[config.mk]
export PLATFORM = sky130hd
export DESIGN_NAME = bwts_axis
export DESIGN_NICKNAME = d
export VERILOG_FILES = /design/src/hdl/bwts_pkg.sv /design/src/hdl/bwts_axis.sv
export SDC_FILE = /design/constraint.sdc
export NUM_CORES = 1
export LEC_CHECK = 0
export BUFFER_PORTS_ARGS = -buffer_cell sky130_fd_sc_hd__clkbuf_2
export CAP_MARGIN = 5
export CORE_ASPECT_RATIO = 1.25
export CORE_MARGIN = 3
export CORE_UTILIZATION = 30
export CTS_CLUSTER_DIAMETER = 50
export DETAILED_ROUTE_END_ITERATION = 16
export HOLD_SLACK_MARGIN = 0.03
export SYNTH_ARGS = -nofsm -noshare
export SYNTH_HDL_FRONTEND = slang
export SYNTH_SLANG_ARGS = --single-unit
[constraint.sdc]
create_clock -name clk_i -period 9.2 [get_ports clk_i]
set_clock_uncertainty 0.15 [all_clocks]
set_input_delay 0.92 -clock clk_i [delete_from_list [all_inputs] [get_ports clk_i]]
set_output_delay 0.92 -clock clk_i [all_outputs]
set_load 0.01 [all_outputs]
[src/hdl/bwts_pkg.sv]
// Shared types, widths and helper functions of the bilinear wrap texture sampler.
// No dependencies.
package bwts_pkg;

  localparam int CH_W        = 16;
  localparam int TEXEL_W     = 3 * CH_W;
  localparam int COORD_W     = 24;
  localparam int SIZE_W      = 9;
  localparam int POS_W       = 8;
  localparam int ADDR_W      = 16;
  localparam int TEXEL_COUNT = 1 << ADDR_W;
  localparam int FRAC_W      = 16;
  localparam int MAG_W       = 16;
  localparam int GRAD_W      = 17;
  localparam int MAX_SIDE    = 256;
  localparam int HALF_TEXEL  = 32768;
  localparam int CFG_IDX_W   = 2;
  localparam int CFG_DATA_W  = 9;

  localparam logic [CFG_IDX_W-1:0] CFG_COLOR_MODE = 2'd0;
  localparam logic [CFG_IDX_W-1:0] CFG_TEX_WIDTH  = 2'd1;
  localparam logic [CFG_IDX_W-1:0] CFG_TEX_HEIGHT = 2'd2;

  typedef enum logic [1:0] {
    OP_WRITE  = 2'd0,
    OP_SAMPLE = 2'd1,
    OP_GRAD   = 2'd2,
    OP_NONE   = 2'd3
  } op_e;

  typedef struct packed {
    logic [POS_W-1:0]  lo;
    logic [POS_W-1:0]  hi;
    logic [FRAC_W-1:0] frac;
  } axis_t;

  function automatic logic [SIZE_W-1:0] eff_size(input logic [SIZE_W-1:0] s);
    logic [SIZE_W-1:0] r;
    if (s == '0) begin
      r = SIZE_W'(1);
    end else if (s > SIZE_W'(MAX_SIDE)) begin
      r = SIZE_W'(MAX_SIDE);
    end else begin
      r = s;
    end
    return r;
  endfunction

  function automatic logic [ADDR_W-1:0] tex_addr(input logic [POS_W-1:0] row,
                                                 input logic [POS_W-1:0] col,
                                                 input logic [SIZE_W-1:0] w);
    logic [POS_W+SIZE_W:0] a;
    a = (POS_W + SIZE_W + 1)'(row) * (POS_W + SIZE_W + 1)'(w) + (POS_W + SIZE_W + 1)'(col);
    return a[ADDR_W-1:0];
  endfunction

endpackage

[src/hdl/bwts_axis.sv]
// One coordinate axis: scale, half-texel offset, floor and wrap modulo size.
// Six register stages; the remainder runs four bits per stage. Uses bwts_pkg.
module bwts_axis import bwts_pkg::*; (
  input  logic                      clk_i,
  input  logic                      en_i,
  input  logic signed [COORD_W-1:0] coord_i,
  input  logic [SIZE_W-1:0]         size_i,
  output axis_t                     res_o
);

  localparam int REM_STAGES = 4;
  localparam int BITS_PER   = MAG_W / REM_STAGES;

  function automatic logic [POS_W-1:0] rem_step(input logic [POS_W-1:0] rem,
                                                input logic [BITS_PER-1:0] bits,
                                                input logic [SIZE_W-1:0] size);
    logic [SIZE_W-1:0] t;
    logic [POS_W-1:0]  r;
    r = rem;
    for (int i = BITS_PER - 1; i >= 0; i--) begin
      t = {r, bits[i]};
      if (t >= size) begin
        t = t - size;
      end
      r = t[POS_W-1:0];
    end
    return r;
  endfunction

  logic signed [COORD_W+SIZE_W+1:0] scaled;
  logic signed [COORD_W+SIZE_W-FRAC_W+1:0] fl;

  logic              neg_q  [REM_STAGES+1];
  logic [MAG_W-1:0]  mag_q  [REM_STAGES+1];
  logic [FRAC_W-1:0] frac_q [REM_STAGES+1];
  logic [POS_W-1:0]  rem_q  [REM_STAGES+1];
  axis_t             res_q;

  logic [POS_W-1:0]  lo_d;
  logic [SIZE_W-1:0] nxt;

  assign scaled = $signed({{(SIZE_W+2){coord_i[COORD_W-1]}}, coord_i})
                * $signed({{(COORD_W+2){1'b0}}, size_i})
                - $signed((COORD_W+SIZE_W+2)'(HALF_TEXEL));
  assign fl = scaled[COORD_W+SIZE_W+1:FRAC_W];

  always_ff @(posedge clk_i) begin
    if (en_i) begin
      neg_q[0]  <= fl[$bits(fl)-1];
      mag_q[0]  <= fl[$bits(fl)-1] ? ~fl[MAG_W-1:0] : fl[MAG_W-1:0];
      frac_q[0] <= scaled[FRAC_W-1:0];
      rem_q[0]  <= '0;
    end
  end

  for (genvar k = 1; k <= REM_STAGES; k++) begin : g_rem
    always_ff @(posedge clk_i) begin
      if (en_i) begin
        neg_q[k]  <= neg_q[k-1];
        mag_q[k]  <= mag_q[k-1];
        frac_q[k] <= frac_q[k-1];
        rem_q[k]  <= rem_step(rem_q[k-1],
                              mag_q[k-1][MAG_W-1-BITS_PER*(k-1) -: BITS_PER], size_i);
      end
    end
  end

  always_comb begin
    lo_d = neg_q[REM_STAGES]
         ? POS_W'(size_i - SIZE_W'(rem_q[REM_STAGES]) - SIZE_W'(1))
         : rem_q[REM_STAGES];
    nxt  = SIZE_W'(lo_d) + SIZE_W'(1);
  end

  always_ff @(posedge clk_i) begin
    if (en_i) begin
      res_q.lo   <= lo_d;
      res_q.hi   <= (nxt == size_i) ? '0 : nxt[POS_W-1:0];
      res_q.frac <= frac_q[REM_STAGES];
    end
  end

  assign res_o = res_q;

endmodule
==> metrics.txt, run 1 <==
synthesized area 21500 um^2; WL/cell 16.9 um; Worst Hold Class reg -> reg; Die Span Y 305 um; FMAX 114 MHz; total track usage 0.146; critical path arrival 8810 ps; final RePlAce weighted congestion 0.906; Setup violations, final 0; maximum clock insertion buffer count 2; drt first pass iters 5; final hold vios 0; vias per cell 4.99; Slew headroom 0.327; clock buffer count from CTS 17; CTS Root Cell clkbuf_16; Post-Syn Area per Cell 10.2 um^2; floorplan core area 70800 um^2; Setup TNS 0 ps; vias in the first global route 17100; filler cell count 7100; area added between synthesis and finish 10.9%; Reg area 5680 um^2; status finished, final reports clean; Post-synth EDFFs 189; Setup crit start size_i[1]; area of the multi-input gates 14500 um^2; Worst-path clk slew 80 ps; Final nets 2662; CP most frequent cell ha_1; Async S/R FF share, synth 0; MaxCap Viol Count 0; largest net degree at the start of global routing 107; CTS tree yes; Slowest-stage cell, CP a211o_1; Yosys reg bits 189; grt ovf 0; slew of the pin with the lowest slew margin 1010 ps; CP Max Fanout 13; DRC Markers 0; Distinct cells, synth 90; Iter 0 DRT Violations 747; I/O pins 67; die area 74800 um^2; final antenna-violating net count 0; detailed-route wire length 53200 um; most common cell after layout, fill and taps aside inv_1; Synth Instances 2112; CTS resizes 0; H-Tree Level Count 4; I/O Buffers 66; FP Rows 109; Initial Utilization 0.303; syn_nets 2577; Req. time, crit path 9260 ps; max incr delay on CP 430 ps; RSZ-0062 raised after global routing false; most frequent cells in the layout 288 x inv_1, 215 x fa_1, 215 x ha_1; sequential cell area fraction in the yosys report 0.264; Crit Path Class in -> reg; die width 245 um; Sink Count 189; crit path time final 8750 ps; Hold Buf Count CTS 0; Final HPWL DP 42300 um; Post-CTS Setup Bufs 0; first-pass GRT wire length 87900 um; warnings from Yosys 0; Hold Path Origin frac_q[1][2]; initial antenna violation count 0; Final period util 0.951; Startpoint Class input pin; Primary FF master, synth edfxtp_1; CP Capture Type flip-flop; via count 15700; number of diodes 0; R2R Path Start rem_q[0][24]; fraction of layout cells with a size suffix above 1 0.101; clk_lat worst skew 460 ps; max-slew violations 0
critical path, delay by kind of cell:
family | cells | cell delay [ps]
and+or+nand+nor | 5 | 1190
AOI/OAI and AO/OA | 16 | 3760
adders and majority gates | 4 | 1200
buffers and inverters | 5 | 630
muxes | 3 | 1090
stage by stage:
step                area (um^2)  utilization  hold slack [ps]  worst slack, ps  std cells
global route              23800        0.336              275             14.0       3153
CTS                       23800        0.336              269              511       3153
global placement          23100        0.327              250              203       3121
floorplan                 21500            -              250             55.2       2112
detailed placement        23100        0.327              255             46.9       3121
finish                    23800        0.336              267              454       3153
path summary, 6_finish.rpt:
kind / slack, ps / endpoint / depth (start not counted)
max: 450 / rem_q[0][28] / 33
max reg2reg: 780 / rem_q[0][35] / 30
min reg2reg: 270 / frac_q[2][2] / 0
min: 270 / frac_q[2][2] / 0
registers in the layout (all words and copies together), names as in the netlist:
| name | flops |
|---|---|
| frac_q | 80 |
| res_o | 32 |
| neg_q | 5 |
| mag_q | 40 |
| rem_q | 32 |
per-layer routing:
metal | up-vias | track usage | routed length, um
met1 | 7818 | 0.177 | 22300
met3 | 125 | 0.0149 | 1730
met2 | 350 | 0.266 | 27100
met4 | 0 | 0.0573 | 2080
met5 | - | 0 | 0
li1 | 7450 | - | -
logic make-up after synthesis:
kind of cell    after synthesis  synth area share
mux                          61            0.0305
compound gates              375             0.117
simple gates                582             0.140
flops                       189             0.264
buf+inv                     340            0.0612
fa+ha+maj                   430             0.326
xor+xnor                    135            0.0606
synth_stat cells, drive strengths merged, types with 20 or more instances:
| cell type | instances | area share |
|---|---|---|
| inv | 288 | 0.050 |
| nor2 | 84 | 0.015 |
| fa | 215 | 0.20 |
| mux2 | 35 | 0.018 |
| xor2 | 39 | 0.016 |
| nand4 | 41 | 0.012 |
| ha | 215 | 0.13 |
| o21a | 22 | 0.0077 |
| nor3 | 30 | 0.0075 |
| clkbuf | 42 | 0.0076 |
| mux2i | 26 | 0.012 |
| nand3 | 28 | 0.0068 |
| nor2b | 28 | 0.0085 |
| a21o | 35 | 0.012 |
| edfxtp | 189 | 0.26 |
| nand2 | 168 | 0.029 |
| o21ai | 70 | 0.016 |
| a21oi | 104 | 0.025 |
| a31oi | 20 | 0.0061 |
| xnor2 | 89 | 0.037 |
| and2 | 122 | 0.036 |
cell type report:
class,instances,share of cell area
repair buffers,117,0.0309
flip-flops and latches,189,0.238
multi-input cells,1583,0.609
inverters,289,0.0456
clock buffers,17,0.0179
well taps,943,0.0496
clock inverters,15,0.00909
Power of run 1 is not shown: default switching activity piles up to over one toggle a cycle in this logic, so the estimate is an artifact.
==> run 2, diff against run 1 <==
--- a/config.mk
+++ b/config.mk
@@ -10,6 +10,7 @@
 export CORE_ASPECT_RATIO = 1.25
 export CORE_MARGIN = 3
 export CORE_UTILIZATION = 30
+export CTS_BUF_LIST = sky130_fd_sc_hd__clkbuf_4 sky130_fd_sc_hd__clkbuf_8
 export CTS_CLUSTER_DIAMETER = 50
 export DETAILED_ROUTE_END_ITERATION = 16
 export HOLD_SLACK_MARGIN = 0.03
==> metrics.txt, run 2 (same netlist as run 1, synthesis figures left out) <==
vias in the first global route 17100; drt first pass iters 5; WL/cell 16.9 um; Hold Crit Depth 0; die area 74800 um^2; detailed-route wire length 53400 um; max FFs per register 80; Biggest register frac_q; most frequent cells in the layout 288 x inv_1, 215 x fa_1, 215 x ha_1; Die Span Y 305 um; clock buffer count from CTS 17; Setup violations, final 0; CP most frequent cell ha_1; fraction of layout cells with a size suffix above 1 0.101; first-pass GRT wire length 87600 um; Sink Count 189; critical path arrival 8800 ps; Startpoint Class input pin; die width 245 um; FF-to-FF path depth 30; area added between synthesis and finish 10.0%; vias per cell 4.98; Final period util 0.944; CTS Root Cell clkbuf_8; max incr delay on CP 430 ps; status finished, final reports clean; final core utilization 0.334; via count 15700; Setup TNS 0 ps; CTS tree yes; leading registers by flop count frac_q: 80 flops, mag_q: 40 flops; Post-CTS Setup Bufs 0; H-Tree Level Count 4; clk_lat worst skew 500 ps; CP Capture Type flip-flop; slew of the pin with the lowest slew margin 1010 ps; final antenna-violating net count 0; MaxCap Viol Count 0; final RePlAce weighted congestion 0.906; FMAX 115 MHz; FP Rows 109; crit path time final 8690 ps; Slowest-stage cell, CP a211o_1; max-slew violations 0; largest net degree at the start of global routing 107; Final HPWL DP 42300 um; I/O Buffers 66; I/O pins 67; Slew headroom 0.327; final hold vios 0; most common cell after layout, fill and taps aside inv_1; Crit Path Class in -> reg; RSZ-0062 raised after global routing false; maximum clock insertion buffer count 2; Worst-path clk slew 120 ps; initial antenna violation count 1; Req. time, crit path 9310 ps; floorplan core area 70800 um^2; DRC Markers 0; Worst Hold Class reg -> reg; Final nets 2662; Initial Utilization 0.303; total track usage 0.146; Iter 0 DRT Violations 758; CP Max Fanout 13; grt ovf 0
## run 2: cell count changes in the layout (fill, tap and decap cells not counted), sizes merged
cell	change
diode	+1
## run 2: layout make-up
| cell class | instances | area [um^2] |
|---|---|---|
| repair buffers | 117 | 734 |
| flip-flops and latches | 189 | 5680 |
| clock buffers | 17 | 234 |
| diodes | 1 | 2.50 |
| inverters | 289 | 1080 |
| multi-input cells | 1583 | 14500 |
| clock inverters | 15 | 216 |
| well taps | 943 | 1180 |
| fillers | 7129 | 47200 |
## run 2: critical path: cells and delay by family
| kind | cells | cell delay (ps) |
|---|---|---|
| compound gates | 16 | 3750 |
| simple gates | 5 | 1180 |
| mux | 3 | 1090 |
| buf+inv | 5 | 630 |
| fa+ha+maj | 4 | 1200 |
## run 2: worst paths after layout
path                                   start           end  slack [ps]
worst max-delay path               size_i[1]  rem_q[0][28]         510
worst min-delay path            frac_q[1][2]  frac_q[2][2]         270
worst max register to register  rem_q[0][24]  rem_q[0][35]         710
worst min register to register  frac_q[1][2]  frac_q[2][2]         270
## run 2: what timing repair did
item,4_1_cts,5_1_grt
endpoints found under the setup margin,0,7
hold buffers,0,0
resized for setup,0,2
## run 2: through the flow
stage	setup slack [ps]	hold WS, ps	area, um^2	cells
2_1_floorplan	55.2	250	21500	2112
3_3_place_gp	203	250	23100	3121
3_5_place_dp	46.9	255	23100	3121
4_1_cts	584	271	23600	3153
5_1_grt	2.20	280	23600	3154
6_report	515	271	23600	3154
## run 2: routing by layer
layer | wire, um | share of wire | vias up | track usage
met4 | 2260 | 0.042 | 0 | 0.0611
met2 | 27000 | 0.51 | 348 | 0.265
met3 | 1910 | 0.036 | 131 | 0.0144
li1 | - | - | 7445 | -
met1 | 22200 | 0.42 | 7790 | 0.175
met5 | 0 | 0 | - | 0
Power of run 2 is left out for the same reason.
==> run 3, diff against run 2 <==
--- a/config.mk
+++ b/config.mk
@@ -5,7 +5,7 @@
 export SDC_FILE = /design/constraint.sdc
 export NUM_CORES = 1
 export LEC_CHECK = 0
-export BUFFER_PORTS_ARGS = -buffer_cell sky130_fd_sc_hd__clkbuf_2
+export BUFFER_PORTS_ARGS = -buffer_cell sky130_fd_sc_hd__buf_4
 export CAP_MARGIN = 5
 export CORE_ASPECT_RATIO = 1.25
 export CORE_MARGIN = 3
==> metrics.txt, run 3 (same netlist as run 1, synthesis figures left out) <==
most common cell after layout, fill and taps aside inv_1; I/O Buffers 66; maximum clock insertion buffer count 2; Hold Buf Count CTS 0; final antenna-violating net count 0; WL/cell 17.3 um; Slew headroom 0.269; CP Capture Type flip-flop; Slowest-stage cell, CP o21ai_1; die width 245 um; Final period util 0.906; most frequent cells in the layout 288 x inv_1, 215 x fa_1, 215 x ha_1; drt first pass iters 5; RSZ-0062 raised after global routing false; MaxCap Viol Count 0; Die Span Y 305 um; CTS tree yes; Sink Count 189; Crit Path Class in -> reg; R2R Path End rem_q[0][35]; R2R Path Start rem_q[0][24]; CP Max Fanout 10; FP Rows 109; Setup TNS 0 ps; Hold Crit Depth 0; Startpoint Class input pin; Hold Path Sink frac_q[1][6]; Biggest register frac_q; first-pass GRT wire length 88200 um; fraction of layout cells with a size suffix above 1 0.103; Setup violations, final 0; initial antenna violation count 1; floorplan core area 70800 um^2; clock buffer count from CTS 17; die area 74800 um^2; Iter 0 DRT Violations 920; leading registers by flop count frac_q: 80 flops, mag_q: 40 flops; Initial Utilization 0.303; vias per cell 5.04; CTS resizes 0; filler cell count 7135; Worst-path clk slew 110 ps; max incr delay on CP 600 ps; area added between synthesis and finish 10.9%; slew of the pin with the lowest slew margin 1100 ps; largest net degree at the start of global routing 130; detailed-route wire length 54800 um; vias in the first global route 16900; FF-to-FF path depth 30; Req. time, crit path 9310 ps; grt ovf 0; Hold Path Origin frac_q[0][6]; crit path time final 8340 ps; Final HPWL DP 43100 um; CTS Root Cell clkbuf_8; max-slew violations 0; CP most frequent cell a21oi_1; final hold vios 0; clk_lat worst skew 500 ps; max FFs per register 80; Worst Hold Class reg -> reg; DRC Markers 0; status finished, final reports clean; reg-to-reg slack, setup 1050 ps; Final nets 2670; critical path arrival 8450 ps; FMAX 120 MHz; via count 15900; final RePlAce weighted congestion 0.897; I/O pins 67; H-Tree Level Count 4; Post-CTS Setup Bufs 0; total track usage 0.148
[run 3: cell count changes in the layout (fill, tap and decap cells not counted), sizes merged]
| cell | previous run | this run |
|---|---|---|
| buf | 51 | 124 |
| clkinv | 6 | 4 |
| inv | 298 | 300 |
| clkbuf | 83 | 18 |
[run 3: how the worst max path moves through the flow]
stage,from,endpoint,slack (ps)
finish,size_i[1],rem_q[0][22],860
detailed placement,size_i[1],rem_q[0][19],370
global route,size_i[1],rem_q[0][22],250
global placement,size_i[1],rem_q[0][19],440
floorplan,size_i[1],rem_q[0][33],60
CTS,size_i[1],rem_q[0][22],940
[run 3: per-layer routing]
layer  global-route usage  routed length (um)
met2                0.268               28100
met1                0.179               22900
met5                    0                   0
met3               0.0115                1740
met4               0.0618                2090
[run 3: area by class of cell]
cell class              instances  area, um^2  share of cell area
diodes                          1        2.50            0.000105
clock buffers                  17         234             0.00983
clock inverters                15         213             0.00894
inverters                     289        1080              0.0456
multi-input cells            1583       14500               0.608
flip-flops and latches        189        5680               0.238
well taps                     943        1180              0.0496
repair buffers                125         945              0.0397
[run 3: worst max-delay path, delay by kind of cell]
kind | cells | cell delay [ps]
mux | 2 | 730
compound gates | 17 | 3930
simple gates | 5 | 580
fa+ha+maj | 4 | 1200
buf+inv | 7 | 1070
[run 3: per-stage QoR]
| step | hold WS (ps) | setup slack [ps] | instance area (um^2) | std cells | utilization |
|---|---|---|---|---|---|
| after floorplan | 250 | 55.2 | 21500 | 2112 | - |
| after global placement | 251 | 444 | 23400 | 3129 | 0.330 |
| after detailed placement | 255 | 373 | 23400 | 3129 | 0.330 |
| after CTS | 272 | 940 | 23800 | 3161 | 0.336 |
| after global routing | 276 | 251 | 23800 | 3162 | 0.336 |
| final | 273 | 860 | 23800 | 3162 | 0.336 |
Power of run 3 is left out for the same reason.
